[config.mk]
export PLATFORM = sky130hd
export DESIGN_NAME = dome_slit_follow_geometry_top
export DESIGN_NICKNAME = d
export VERILOG_FILES = /design/src/design/dsfg_pkg.sv /design/src/design/dsfg_cordic.sv /design/src/design/dsfg_seq.sv /design/src/design/dome_slit_follow_geometry_top.sv
export SDC_FILE = /design/constraint.sdc
export NUM_CORES = 2
export LEC_CHECK = 0
export BUFFER_PORTS_ARGS = -buffer_cell sky130_fd_sc_hd__buf_2
export CAP_MARGIN = 5
export CORE_ASPECT_RATIO = 1.1
export CORE_UTILIZATION = 42
export DETAILED_ROUTE_END_ITERATION = 8
export GPL_TIMING_DRIVEN = 0
export PLACE_DENSITY_LB_ADDON = 0.05
export SETUP_SLACK_MARGIN = 0.5
export SYNTH_ARGS = -nofsm -noshare
export SYNTH_HDL_FRONTEND = slang
export SYNTH_SLANG_ARGS = --single-unit
[constraint.sdc]
create_clock -name i_clk -period 9.7 [get_ports i_clk]
set_input_delay 0.97 -clock i_clk [delete_from_list [all_inputs] [get_ports i_clk]]
set_output_delay 0.97 -clock i_clk [all_outputs]
set_load 0.1 [all_outputs]
[src/design/dsfg_pkg.sv]
package dsfg_pkg;

    localparam int CORDIC_STEPS = 16;
    localparam int STEP_W = (CORDIC_STEPS > 1) ? $clog2(CORDIC_STEPS) : 1;
    localparam int W  = 52;   // CORDIC x/y datapath, mm * 2^30 with growth
    localparam int ZW = 27;   // CORDIC angle, degrees * 65536

    localparam logic signed [ZW-1:0] QUARTER_Z = ZW'(5898240);
    localparam logic signed [ZW-1:0] HALF_Z    = ZW'(11796480);
    localparam logic signed [W-1:0]  GAIN_Q30  = W'(652032875);

    localparam logic signed [17:0] FULL_TURN = 18'sd23040;
    localparam logic signed [16:0] HALF_TURN = 17'sd11520;
    localparam logic signed [17:0] ALT_LIMIT = 18'sd17280;
    localparam logic signed [16:0] RIGHT_ANG = 17'sd5760;

    // configuration register indexes
    localparam logic [2:0] CFG_AZ_OFF  = 3'd0;
    localparam logic [2:0] CFG_ALT_OFF = 3'd1;
    localparam logic [2:0] CFG_RADIUS  = 3'd2;
    localparam logic [2:0] CFG_HEIGHT  = 3'd3;
    localparam logic [2:0] CFG_TOL     = 3'd4;

    typedef struct packed {
        logic start;
        logic vec;    // 1: vectoring, 0: rotation
    } t_cordic_cmd;

    typedef struct packed {
        logic start;
        logic ack;
    } t_seq_ctl;

    typedef struct packed {
        logic idle;
        logic done;
    } t_seq_sts;

    function automatic logic signed [ZW-1:0] atan_z(input logic [4:0] idx);
        logic signed [ZW-1:0] v;
        case (idx)
            5'd0:  v = ZW'(2949120);
            5'd1:  v = ZW'(1740967);
            5'd2:  v = ZW'(919879);
            5'd3:  v = ZW'(466945);
            5'd4:  v = ZW'(234379);
            5'd5:  v = ZW'(117304);
            5'd6:  v = ZW'(58666);
            5'd7:  v = ZW'(29335);
            5'd8:  v = ZW'(14668);
            5'd9:  v = ZW'(7334);
            5'd10: v = ZW'(3667);
            5'd11: v = ZW'(1833);
            5'd12: v = ZW'(917);
            5'd13: v = ZW'(458);
            5'd14: v = ZW'(229);
            5'd15: v = ZW'(115);
            5'd16: v = ZW'(57);
            5'd17: v = ZW'(29);
            5'd18: v = ZW'(14);
            5'd19: v = ZW'(7);
            5'd20: v = ZW'(4);
            5'd21: v = ZW'(2);
            5'd22: v = ZW'(1);
            default: v = '0;
        endcase
        return v;
    endfunction

    // degrees*65536 -> degrees*64, rounded half up
    function automatic logic signed [ZW-11:0] to_deg64(input logic signed [ZW-1:0] z);
        logic signed [ZW-1:0] t;
        t = z + ZW'(512);
        return t[ZW-1:10];
    endfunction

endpackage

[src/design/dsfg_cordic.sv]
module dsfg_cordic (
    input  logic                             i_clk,
    input  logic                             i_rst_n,
    input  dsfg_pkg::t_cordic_cmd            i_cmd,
    input  logic signed [dsfg_pkg::W-1:0]    i_x,
    input  logic signed [dsfg_pkg::W-1:0]    i_y,
    input  logic signed [dsfg_pkg::ZW-1:0]   i_z,
    output logic signed [dsfg_pkg::W-1:0]    o_x,
    output logic signed [dsfg_pkg::W-1:0]    o_y,
    output logic signed [dsfg_pkg::ZW-1:0]   o_z,
    output logic                             o_done
);

    logic signed [dsfg_pkg::W-1:0]  r_x, r_y, n_x, n_y, xs, ys;
    logic signed [dsfg_pkg::ZW-1:0] r_z, n_z, ang;
    logic [dsfg_pkg::STEP_W-1:0]    r_i;
    logic                           r_busy, r_done, r_vec, sigma;

    always_comb begin
        xs  = r_x >>> r_i;
        ys  = r_y >>> r_i;
        ang = dsfg_pkg::atan_z(5'(r_i));
        // sigma=1: x -= y>>i, y += x>>i, z -= atan
        sigma = r_vec ? r_y[dsfg_pkg::W-1] : !r_z[dsfg_pkg::ZW-1];
        if (sigma) begin
            n_x = r_x - ys;
            n_y = r_y + xs;
            n_z = r_z - ang;
        end else begin
            n_x = r_x + ys;
            n_y = r_y - xs;
            n_z = r_z + ang;
        end
    end

    always_ff @(posedge i_clk) begin
        if (!i_rst_n) begin
            r_busy <= 1'b0;
            r_done <= 1'b0;
            r_i    <= '0;
        end else begin
            r_done <= 1'b0;
            if (i_cmd.start) begin
                r_busy <= 1'b1;
                r_i    <= '0;
            end else if (r_busy) begin
                r_i <= r_i + 1'b1;
                if (r_i == dsfg_pkg::STEP_W'(dsfg_pkg::CORDIC_STEPS - 1)) begin
                    r_busy <= 1'b0;
                    r_done <= 1'b1;
                end
            end
        end
    end

    always_ff @(posedge i_clk) begin
        if (i_cmd.start) begin
            r_x   <= i_x;
            r_y   <= i_y;
            r_z   <= i_z;
            r_vec <= i_cmd.vec;
        end else if (r_busy) begin
            r_x <= n_x;
            r_y <= n_y;
            r_z <= n_z;
        end
    end

    assign o_x    = r_x;
    assign o_y    = r_y;
    assign o_z    = r_z;
    assign o_done = r_done;

endmodule

[src/design/dsfg_seq.sv]
module dsfg_seq (
    input  logic                i_clk,
    input  logic                i_rst_n,
    input  dsfg_pkg::t_seq_ctl  i_ctl,
    output dsfg_pkg::t_seq_sts  o_sts,
    input  logic [14:0]         i_az,
    input  logic signed [13:0]  i_alt,
    input  logic [15:0]         i_radius,
    input  logic signed [16:0]  i_height,
    input  logic signed [14:0]  i_az_off,
    input  logic signed [14:0]  i_alt_off,
    output logic [14:0]         o_req_az,
    output logic signed [15:0]  o_calt
);

    localparam logic [3:0] S_IDLE = 4'd0;
    localparam logic [3:0] S_ROT  = 4'd1;
    localparam logic [3:0] S_M0   = 4'd2;
    localparam logic [3:0] S_M1   = 4'd3;
    localparam logic [3:0] S_M2   = 4'd4;
    localparam logic [3:0] S_V1   = 4'd5;
    localparam logic [3:0] S_W1   = 4'd6;
    localparam logic [3:0] S_V2   = 4'd7;
    localparam logic [3:0] S_W2   = 4'd8;
    localparam logic [3:0] S_SUM  = 4'd9;
    localparam logic [3:0] S_WRAP = 4'd10;
    localparam logic [3:0] S_DONE = 4'd11;

    localparam int W  = dsfg_pkg::W;
    localparam int ZW = dsfg_pkg::ZW;

    logic [3:0] r_state, n_state;

    dsfg_pkg::t_cordic_cmd    cmd;
    logic signed [W-1:0]      c_x0, c_y0, c_ox, c_oy;
    logic signed [ZW-1:0]     c_z0, c_oz;
    logic                     c_done;

    logic signed [ZW-1:0]     z_alt;
    logic signed [W-1:0]      r_c, r_s, r_gy, r_n, r_hc, r_d, geo_x, d_sum;
    logic signed [ZW-1:0]     r_qadd;
    logic                     r_neg;
    logic signed [16:0]       r_geo, r_slit;
    logic signed [17:0]       r_acc, calt_sum;
    logic signed [15:0]       r_calt;

    logic signed [16:0]       mul_a;
    logic signed [33:0]       mul_b;
    logic signed [50:0]       mul_p;

    dsfg_cordic u_cordic (
        .i_clk   (i_clk),
        .i_rst_n (i_rst_n),
        .i_cmd   (cmd),
        .i_x     (c_x0),
        .i_y     (c_y0),
        .i_z     (c_z0),
        .o_x     (c_ox),
        .o_y     (c_oy),
        .o_z     (c_oz),
        .o_done  (c_done)
    );

    always_comb begin
        z_alt = ZW'(i_alt) <<< 10;
        geo_x = (W'(i_height) <<< 30) + r_n;
        d_sum = r_hc + r_gy;
        calt_sum = 18'(i_alt) + 18'(i_alt_off) + 18'(r_slit);
    end

    // shared multiplier
    always_comb begin
        mul_a = $signed({1'b0, i_radius});
        mul_b = r_s[33:0];
        case (r_state)
            S_M1:    mul_b = r_c[33:0];
            S_M2: begin
                mul_a = i_height;
                mul_b = r_c[33:0];
            end
            default: mul_b = r_s[33:0];
        endcase
        mul_p = mul_a * mul_b;
    end

    always_comb begin
        n_state   = r_state;
        cmd.start = 1'b0;
        cmd.vec   = 1'b0;
        c_x0      = dsfg_pkg::GAIN_Q30;
        c_y0      = '0;
        c_z0      = z_alt;
        if (z_alt > dsfg_pkg::QUARTER_Z)
            c_z0 = z_alt - dsfg_pkg::HALF_Z;
        else if (z_alt < -dsfg_pkg::QUARTER_Z)
            c_z0 = z_alt + dsfg_pkg::HALF_Z;
        unique case (r_state)
            S_IDLE: begin
                if (i_ctl.start) begin
                    if (i_radius == '0) begin
                        n_state = S_SUM;
                    end else begin
                        cmd.start = 1'b1;
                        n_state   = S_ROT;
                    end
                end
            end
            S_ROT:  if (c_done) n_state = S_M0;
            S_M0:   n_state = S_M1;
            S_M1:   n_state = S_M2;
            S_M2:   n_state = S_V1;
            S_V1: begin
                cmd.start = 1'b1;
                cmd.vec   = 1'b1;
                c_z0      = '0;
                c_x0      = geo_x[W-1] ? -geo_x : geo_x;
                c_y0      = geo_x[W-1] ? -r_gy : r_gy;
                n_state   = S_W1;
            end
            S_W1:   if (c_done) n_state = S_V2;
            S_V2: begin
                c_z0 = '0;
                if (r_d == '0) begin
                    n_state = S_SUM;
                end else begin
                    cmd.start = 1'b1;
                    cmd.vec   = 1'b1;
                    c_x0      = r_d[W-1] ? -r_d : r_d;
                    c_y0      = r_d[W-1] ? -r_n : r_n;
                    n_state   = S_W2;
                end
            end
            S_W2:   if (c_done) n_state = S_SUM;
            S_SUM:  n_state = S_WRAP;
            S_WRAP: begin
                if (!r_acc[17] && r_acc < dsfg_pkg::FULL_TURN) n_state = S_DONE;
            end
            S_DONE: if (i_ctl.ack) n_state = S_IDLE;
            default: n_state = S_IDLE;
        endcase
    end

    always_ff @(posedge i_clk) begin
        if (!i_rst_n) r_state <= S_IDLE;
        else          r_state <= n_state;
    end

    always_ff @(posedge i_clk) begin
        case (r_state)
            S_IDLE: begin
                r_neg  <= (z_alt > dsfg_pkg::QUARTER_Z) || (z_alt < -dsfg_pkg::QUARTER_Z);
                r_geo  <= '0;
                r_slit <= '0;
            end
            S_ROT: begin
                if (c_done) begin
                    r_c <= r_neg ? -c_ox : c_ox;
                    r_s <= r_neg ? -c_oy : c_oy;
                end
            end
            S_M0: r_gy <= W'(mul_p);
            S_M1: r_n  <= W'(mul_p);
            S_M2: r_hc <= W'(mul_p);
            S_V1: begin
                r_d    <= d_sum;
                r_qadd <= !geo_x[W-1] ? '0 :
                          (r_gy[W-1] ? -dsfg_pkg::HALF_Z : dsfg_pkg::HALF_Z);
            end
            S_W1: if (c_done) r_geo <= dsfg_pkg::to_deg64(c_oz + r_qadd);
            S_V2: begin
                if (r_d == '0)
                    r_slit <= r_n[W-1] ? -dsfg_pkg::RIGHT_ANG : dsfg_pkg::RIGHT_ANG;
            end
            S_W2: if (c_done) r_slit <= dsfg_pkg::to_deg64(c_oz);
            S_SUM: begin
                r_acc <= $signed({3'b000, i_az}) + 18'(i_az_off) + 18'(r_geo);
                if (calt_sum > dsfg_pkg::ALT_LIMIT)
                    r_calt <= 16'(dsfg_pkg::ALT_LIMIT);
                else if (calt_sum < -dsfg_pkg::ALT_LIMIT)
                    r_calt <= 16'(-dsfg_pkg::ALT_LIMIT);
                else
                    r_calt <= calt_sum[15:0];
            end
            S_WRAP: begin
                if (r_acc[17])                          r_acc <= r_acc + dsfg_pkg::FULL_TURN;
                else if (r_acc >= dsfg_pkg::FULL_TURN)  r_acc <= r_acc - dsfg_pkg::FULL_TURN;
            end
            default: ;
        endcase
    end

    assign o_sts.idle = (r_state == S_IDLE);
    assign o_sts.done = (r_state == S_DONE);
    assign o_req_az   = r_acc[14:0];
    assign o_calt     = r_calt;

endmodule

[src/design/dome_slit_follow_geometry_top.sv]
// Dome slit follow geometry. Each request (mode 0: new telescope position,
// stored only while following; mode 1: poll with the stored position) yields
// one result: required dome azimuth, corrected slit altitude, wrapped slit
// offset, in-slit flag, move request and a rejected flag. Angles are degrees
// times 64. With a nonzero radius a request runs a single shared CORDIC
// stage for CORDIC_STEPS iterations up to three times (sin/cos of the
// altitude, the azimuth atan2 and, if its denominator is nonzero, the slit
// arctangent), plus three passes of one shared multiplier and the wrap steps;
// with radius 0 only the sum and wrap steps run. o_s_tready is low from
// acceptance until the result is handed to the output register; the output
// register lets the next request enter while a result waits. Configuration
// writes complete every cycle and are meant for idle periods only.
module dome_slit_follow_geometry_top (
    input  logic        i_clk,
    input  logic        i_rst_n,
    // request channel
    input  logic        i_s_tvalid,
    output logic        o_s_tready,
    // [0] following, [15:1] telescope_az, [29:16] telescope_alt,
    // [44:30] dome_az, [45] dome_az_valid
    input  logic [47:0] i_s_tdata,
    // [0] mode
    input  logic [0:0]  i_s_tuser,
    // result channel
    output logic        o_m_tvalid,
    input  logic        i_m_tready,
    // [14:0] required_az, [30:15] corrected_alt, [45:31] slit_offset,
    // [46] in_slit, [47] move_request, [48] rejected
    output logic [55:0] o_m_tdata,
    // configuration write channel
    input  logic        i_cfg_valid,
    output logic        o_cfg_ready,
    input  logic [2:0]  i_cfg_index,
    input  logic [16:0] i_cfg_data
);

    logic signed [14:0] r_az_off, r_alt_off;
    logic [15:0]        r_radius;
    logic signed [16:0] r_height;
    logic [13:0]        r_tol;

    logic [14:0]        r_st_az;
    logic signed [13:0] r_st_alt;

    logic               r_go, r_mode, r_fol, r_dvalid;
    logic [14:0]        r_daz;

    dsfg_pkg::t_seq_ctl ctl;
    dsfg_pkg::t_seq_sts sts;
    logic [14:0]        req_az;
    logic signed [15:0] calt;

    logic               accept, load;
    logic signed [16:0] diff, off;
    logic [16:0]        mag, raw_mag;
    logic               in_slit, move;

    logic               r_m_valid;
    logic [14:0]        r_req;
    logic signed [15:0] r_calt;
    logic signed [14:0] r_off;
    logic               r_in_slit, r_move, r_rej;

    assign accept      = i_s_tvalid && o_s_tready;
    assign o_s_tready  = sts.idle && !r_go;
    assign o_cfg_ready = 1'b1;

    // configuration registers
    always_ff @(posedge i_clk) begin
        if (!i_rst_n) begin
            r_az_off  <= '0;
            r_alt_off <= '0;
            r_radius  <= '0;
            r_height  <= '0;
            r_tol     <= 14'd64;
        end else if (i_cfg_valid) begin
            unique case (i_cfg_index)
                dsfg_pkg::CFG_AZ_OFF:  r_az_off  <= i_cfg_data[14:0];
                dsfg_pkg::CFG_ALT_OFF: r_alt_off <= i_cfg_data[14:0];
                dsfg_pkg::CFG_RADIUS:  r_radius  <= i_cfg_data[15:0];
                dsfg_pkg::CFG_HEIGHT:  r_height  <= i_cfg_data;
                dsfg_pkg::CFG_TOL:     r_tol     <= i_cfg_data[13:0];
                default: ;
            endcase
        end
    end

    // stored telescope position and request capture
    always_ff @(posedge i_clk) begin
        if (!i_rst_n) begin
            r_st_az  <= '0;
            r_st_alt <= '0;
            r_go     <= 1'b0;
        end else begin
            r_go <= accept;
            if (accept && !i_s_tuser[0] && i_s_tdata[0]) begin
                r_st_az  <= i_s_tdata[15:1];
                r_st_alt <= i_s_tdata[29:16];
            end
        end
    end

    always_ff @(posedge i_clk) begin
        if (accept) begin
            r_mode   <= i_s_tuser[0];
            r_fol    <= i_s_tdata[0];
            r_daz    <= i_s_tdata[44:30];
            r_dvalid <= i_s_tdata[45];
        end
    end

    assign ctl.start = r_go;
    assign ctl.ack   = load;

    dsfg_seq u_seq (
        .i_clk     (i_clk),
        .i_rst_n   (i_rst_n),
        .i_ctl     (ctl),
        .o_sts     (sts),
        .i_az      (r_st_az),
        .i_alt     (r_st_alt),
        .i_radius  (r_radius),
        .i_height  (r_height),
        .i_az_off  (r_az_off),
        .i_alt_off (r_alt_off),
        .o_req_az  (req_az),
        .o_calt    (calt)
    );

    // slit offset, in-slit test and move decision
    always_comb begin
        diff = $signed({2'b00, r_daz}) - $signed({2'b00, req_az});
        off  = diff;
        if (diff > dsfg_pkg::HALF_TURN)       off = diff - 17'sd23040;
        else if (diff < -dsfg_pkg::HALF_TURN) off = diff + 17'sd23040;
        mag     = off[16] ? 17'(-off) : 17'(off);
        raw_mag = diff[16] ? 17'(-diff) : 17'(diff);
        in_slit = r_dvalid && (mag <= {3'b000, r_tol});
        if (!r_mode)
            move = r_fol && r_dvalid && (raw_mag > {3'b000, r_tol});
        else
            move = r_fol && !in_slit;
    end

    assign load = sts.done && (!r_m_valid || i_m_tready);

    always_ff @(posedge i_clk) begin
        if (!i_rst_n) begin
            r_m_valid <= 1'b0;
        end else if (load) begin
            r_m_valid <= 1'b1;
        end else if (i_m_tready) begin
            r_m_valid <= 1'b0;
        end
    end

    always_ff @(posedge i_clk) begin
        if (load) begin
            r_req     <= req_az;
            r_calt    <= calt;
            r_off     <= r_dvalid ? off[14:0] : '0;
            r_in_slit <= in_slit;
            r_move    <= move;
            r_rej     <= !r_mode && !r_fol;
        end
    end

    assign o_m_tvalid = r_m_valid;
    assign o_m_tdata  = {7'b0, r_rej, r_move, r_in_slit, r_off, r_calt, r_req};

    // a rejected request never asks for a move
    a_rej_no_move: assert property (@(posedge i_clk) disable iff (!i_rst_n)
        r_m_valid |-> !(r_rej && r_move))
        else $error("rejected request with move");

    // slit altitude stays saturated
    a_calt_range: assert property (@(posedge i_clk) disable iff (!i_rst_n)
        r_m_valid |-> (r_calt <= 16'sd17280 && r_calt >= -16'sd17280))
        else $error("corrected altitude out of range");

    // required azimuth is wrapped to one turn
    a_req_range: assert property (@(posedge i_clk) disable iff (!i_rst_n)
        r_m_valid |-> (r_req < 15'd23040))
        else $error("required azimuth not wrapped");

    // no new request is taken right after one is accepted
    a_busy: assert property (@(posedge i_clk) disable iff (!i_rst_n)
        accept |=> !o_s_tready)
        else $error("ready while busy");

endmodule
==> summary.txt <==
Place
  – HPWL Detailed: 238400 um
  – Pre-CTS setup slack: -1.993 ns
  – PortBufs: about 120
  – Placed insts: 10230
  – Placer Congestion: 0.9928

Floorplan
  – Die X: 398.0 um
  – DIE AREA: 0.1742 mm^2
  – # rows: about 160
  – Core area: 0.1711 mm^2
  – Die span in y: 437.7 um
  – Initial core utilization: 42.36%
  – Ports: 133

CTS
  – Clk Latency, worst-skew pair: 0.75 ns
  – Clock buffer depth: 3
  – Worst-path clk slew: approximately 0.070 ns
  – CTS tree: yes
  – CTS buffer count: 83
  – CTS sink count: 684
  – CTS H-tree depth: 3
  – # hold bufs at CTS: 0
  – Root Buffer: clkbuf_16

Worst setup path
  – CP startpoint kind: flip-flop
  – CP Max Fanout: 28
  – Cell mode on critical path: fa_1
  – Worst Path Arrival: roughly 9.4 ns
  – R2R Path Start: u_seq.r_state[2]$_SDFFE_PN0P_
  – Slowest stage cell, crit path: xnor2_1
  – Critical path's largest stage delay: 0.92 ns
  – Critical Path RT: 10.07 ns
  – WS Path Type: flip-flop to flip-flop
  – Crit. End Element: flip-flop
  – Critical Path Start: u_seq.r_state[2]$_SDFFE_PN0P_

Synthesis
  – Xor/xnor share of the synthesized area: 8.654%
  – Post-synthesis cell count: approximately 8000
  – Main combinational cell family by area after synthesis: adder cells
  – Number of synthesized flops with an enable pin: 544
  – Post-synthesis adder-cell area fraction: 23.73%
  – Avg Cell Area, Syn: 9.263 um^2
  – Top cells by area, synth: edfxtp_1, fa_1, ha_1, xnor2_1, nand2_1
  – Post-synth top area share: a little under a quarter
  – Most common flop cell mapped by yosys: edfxtp_1
  – Compound-Gate Fraction of Synth Area: 14.10%
  – Post-synth top cells: nand2_1, inv_1, nor2_1
  – Ys async rst share: 0%
  – Most frequent cell after synthesis: nand2_1
  – Post-Synth Simple-Gate Area: 14.30%
  – Warnings, synthesis: 0
  – Cell Area, Synth: 0.07247 mm^2
  – Post-synthesis sequential area ratio: 26.41%
  – Synth unique cells: 109
  – Mux contribution to synthesized area: 6.654%
  – Dominant cell type by area after synthesis: edfxtp_1
  – Synth Register Bits: 684

GRT
  – Antenna violations before repair: 10
  – Pin count of the biggest net entering global routing: 69
  – First-pass GRT wire length: 415500 um
  – GR Overflow Total: 0
  – Tot GR Track Use: 32.97%
  – Vias in the first global route: 59730

Power
  – Clock power share: 16.3%
  – Max rail drop VDD: 0.1612 mV
  – Leakage power: around 34 nW
  – Net Switching: between 9 and 10 mW
  – P_int: ~11 mW
  – Net Sw Frac: between 40% and 50%
  – Part of the power in registers: 24.4%
  – Comb pwr share: 59.3%
  – PwrDens: 249.9 mW/mm^2

Layout
  – Final net count: 9185
  – Area Overhead vs Synth: 10.60%
  – Share of cells above drive strength 1: a little under a tenth
  – Final Non-Filler Cells: 10410
  – Layout Utilization: 46.85%

Timing
  – Max_slew headroom: 1.239%
  – Endpoints failing setup: 0
  – Fmax: 111.2 MHz
  – Crit share post-route: 92.72%
  – Fin. Hold Viols: 0
  – Skew final: ~0.077 ns
  – Fin crit period: approximately 9 ns
  – Slew @ Worst Pin: 1.481 ns
  – Setup TNS: 0 ns
  – Pins Over Slew Limit: 0
  – RSZ-0062 raised after global routing: false
  – Final WS setup: 0.7060 ns

Route
  – ANT nets after route: 0
  – Final wirelength: 288600 um
  – Vias/cell: 5.852
  – Avg WL per Cell: 27.71 um
  – Vias: 60940
  – Detailed Route Iter0 Violations: 6309
  – Pre-antenna DRT Iters: 6
  – DRC viols: 0

Status
  – Violations in the final reports: capacitance limit
  – Status: finished, violations left

Min path
  – Min-Delay Startpoint: u_seq.o_calt[7]$_SDFFCE_PP1P_
  – Min-delay worst type: flip-flop to flip-flop

Job
  – Max-Cap Viols: 1
sequential cells by signal (all words and copies together) (netlist names), 18 cells and up:
name	flops
u_seq.u_cordic.o_y	52
u_seq.u_cordic.ang	22
u_seq.r_c	34
u_seq.u_cordic.o_x	52
u_seq.r_acc	18
u_seq.r_gy	51
u_seq.r_d	52
u_seq.r_s	34
u_seq.r_hc	51
u_seq.r_n	51
u_seq.u_cordic.o_z	27
timing repair:
| item | 4_1_cts | 5_1_grt |
|---|---|---|
| pin swaps | 2 | 3 |
| gates cloned | 0 | 0 |
| buffers inserted | 7 | 23 |
| endpoints found under the setup margin | 114 | 57 |
| gates resized for setup | 142 | 90 |
stage by stage:
stage	power (mW)	instance area, um^2	hold slack, ns
2_1_floorplan	12.64	72500	0.4003
3_3_place_gp	16.33	75930	0.4026
3_5_place_dp	16.37	76400	0.4045
4_1_cts	19.82	79800	0.3890
5_1_grt	21.21	80140	0.4224
6_report	20.03	80150	0.4049
final timing paths:
check | to | slack (ns) | cells past startpoint
setup / recovery | u_seq.r_hc[35]$_DFFE_PP_ | 0.71 | 29
hold reg to reg | r_calt[7]$_DFFE_PP_ | 0.40 | 0
setup reg to reg | u_seq.r_hc[35]$_DFFE_PP_ | 0.71 | 29
hold / removal | r_calt[7]$_DFFE_PP_ | 0.40 | 0
critical path, delay by kind of cell (launching register included):
family | cells | cell delay [ns]
XOR/XNOR | 1 | 0.92
AND/OR/NAND/NOR | 9 | 1.45
multiplexers | 1 | 0.54
adder cells (fa/ha/maj) | 7 | 3.59
flip-flops | 1 | 0.33
buffers and inverters | 6 | 0.94
AO/OA/AOI/OAI | 5 | 0.83
kinds of logic (layout without fill, tap and decap cells):
kind of cell	count (synthesis)	after routing
simple gates	2329	2329
compound gates	1606	1606
buf+inv	1134	1461
fa+ha+maj	1020	1020
xor+xnor	716	716
flops	684	684
mux	332	332
other cells	2	12
cell usage in the layout (no fill, tap or decap), types with 107 or more instances in the layout:
cell type | netlist | layout
a21o_1 | 172 | 172
a21oi_1 | 511 | 510
buf_2 | 34 | 167
clkbuf_1 | 237 | 197
dfxtp_1 | 140 | 139
edfxtp_1 | 544 | 544
fa_1 | 591 | 591
ha_1 | 429 | 429
inv_1 | 802 | 802
mux2i_1 | 135 | 107
mux4_2 | 111 | 111
nand2_1 | 1053 | 1053
nor2_1 | 625 | 622
o21ai_0 | 324 | 323
xnor2_1 | 463 | 459
xor2_1 | 253 | 249
layout make-up:
| type | count | area, um^2 |
|---|---|---|
| fillers | 16730 | 90940 |
| multi-input cells | 6011 | 49440 |
| flip-flops and latches | 684 | 19140 |
| inverters | 808 | 3034 |
| well taps | 2254 | 2820 |
| clock buffers | 97 | 2161 |
| plain buffers | 326 | 1620 |
| repair buffers | 177 | 1277 |
| clock inverters | 53 | 648.1 |
| diodes | 4 | 10.01 |
per-layer routing:
| metal | vias up | wire (um) | global-route usage, % |
|---|---|---|---|
| met5 | - | 13 | 0 |
| met4 | 2 | 13430 | 13.43 |
| met3 | 440 | 22490 | 5.264 |
| met2 | 2531 | 128500 | 51.22 |
| met1 | 30380 | 124100 | 45.58 |
| li1 | 27590 | - | - |
power by group through the flow:
stage | combinational [mW] | clock [mW] | sequential [mW]
2_1_floorplan | 8.04 | 0 | 4.61
3_3_place_gp | 11.4 | 0 | 4.96
3_5_place_dp | 11.5 | 0 | 4.91
4_1_cts | 11.6 | 3.33 | 4.85
5_1_grt | 12.9 | 3.42 | 4.90
6_report | 11.9 | 3.27 | 4.89
No activity file was read; power rests on OpenSTA's default activity.
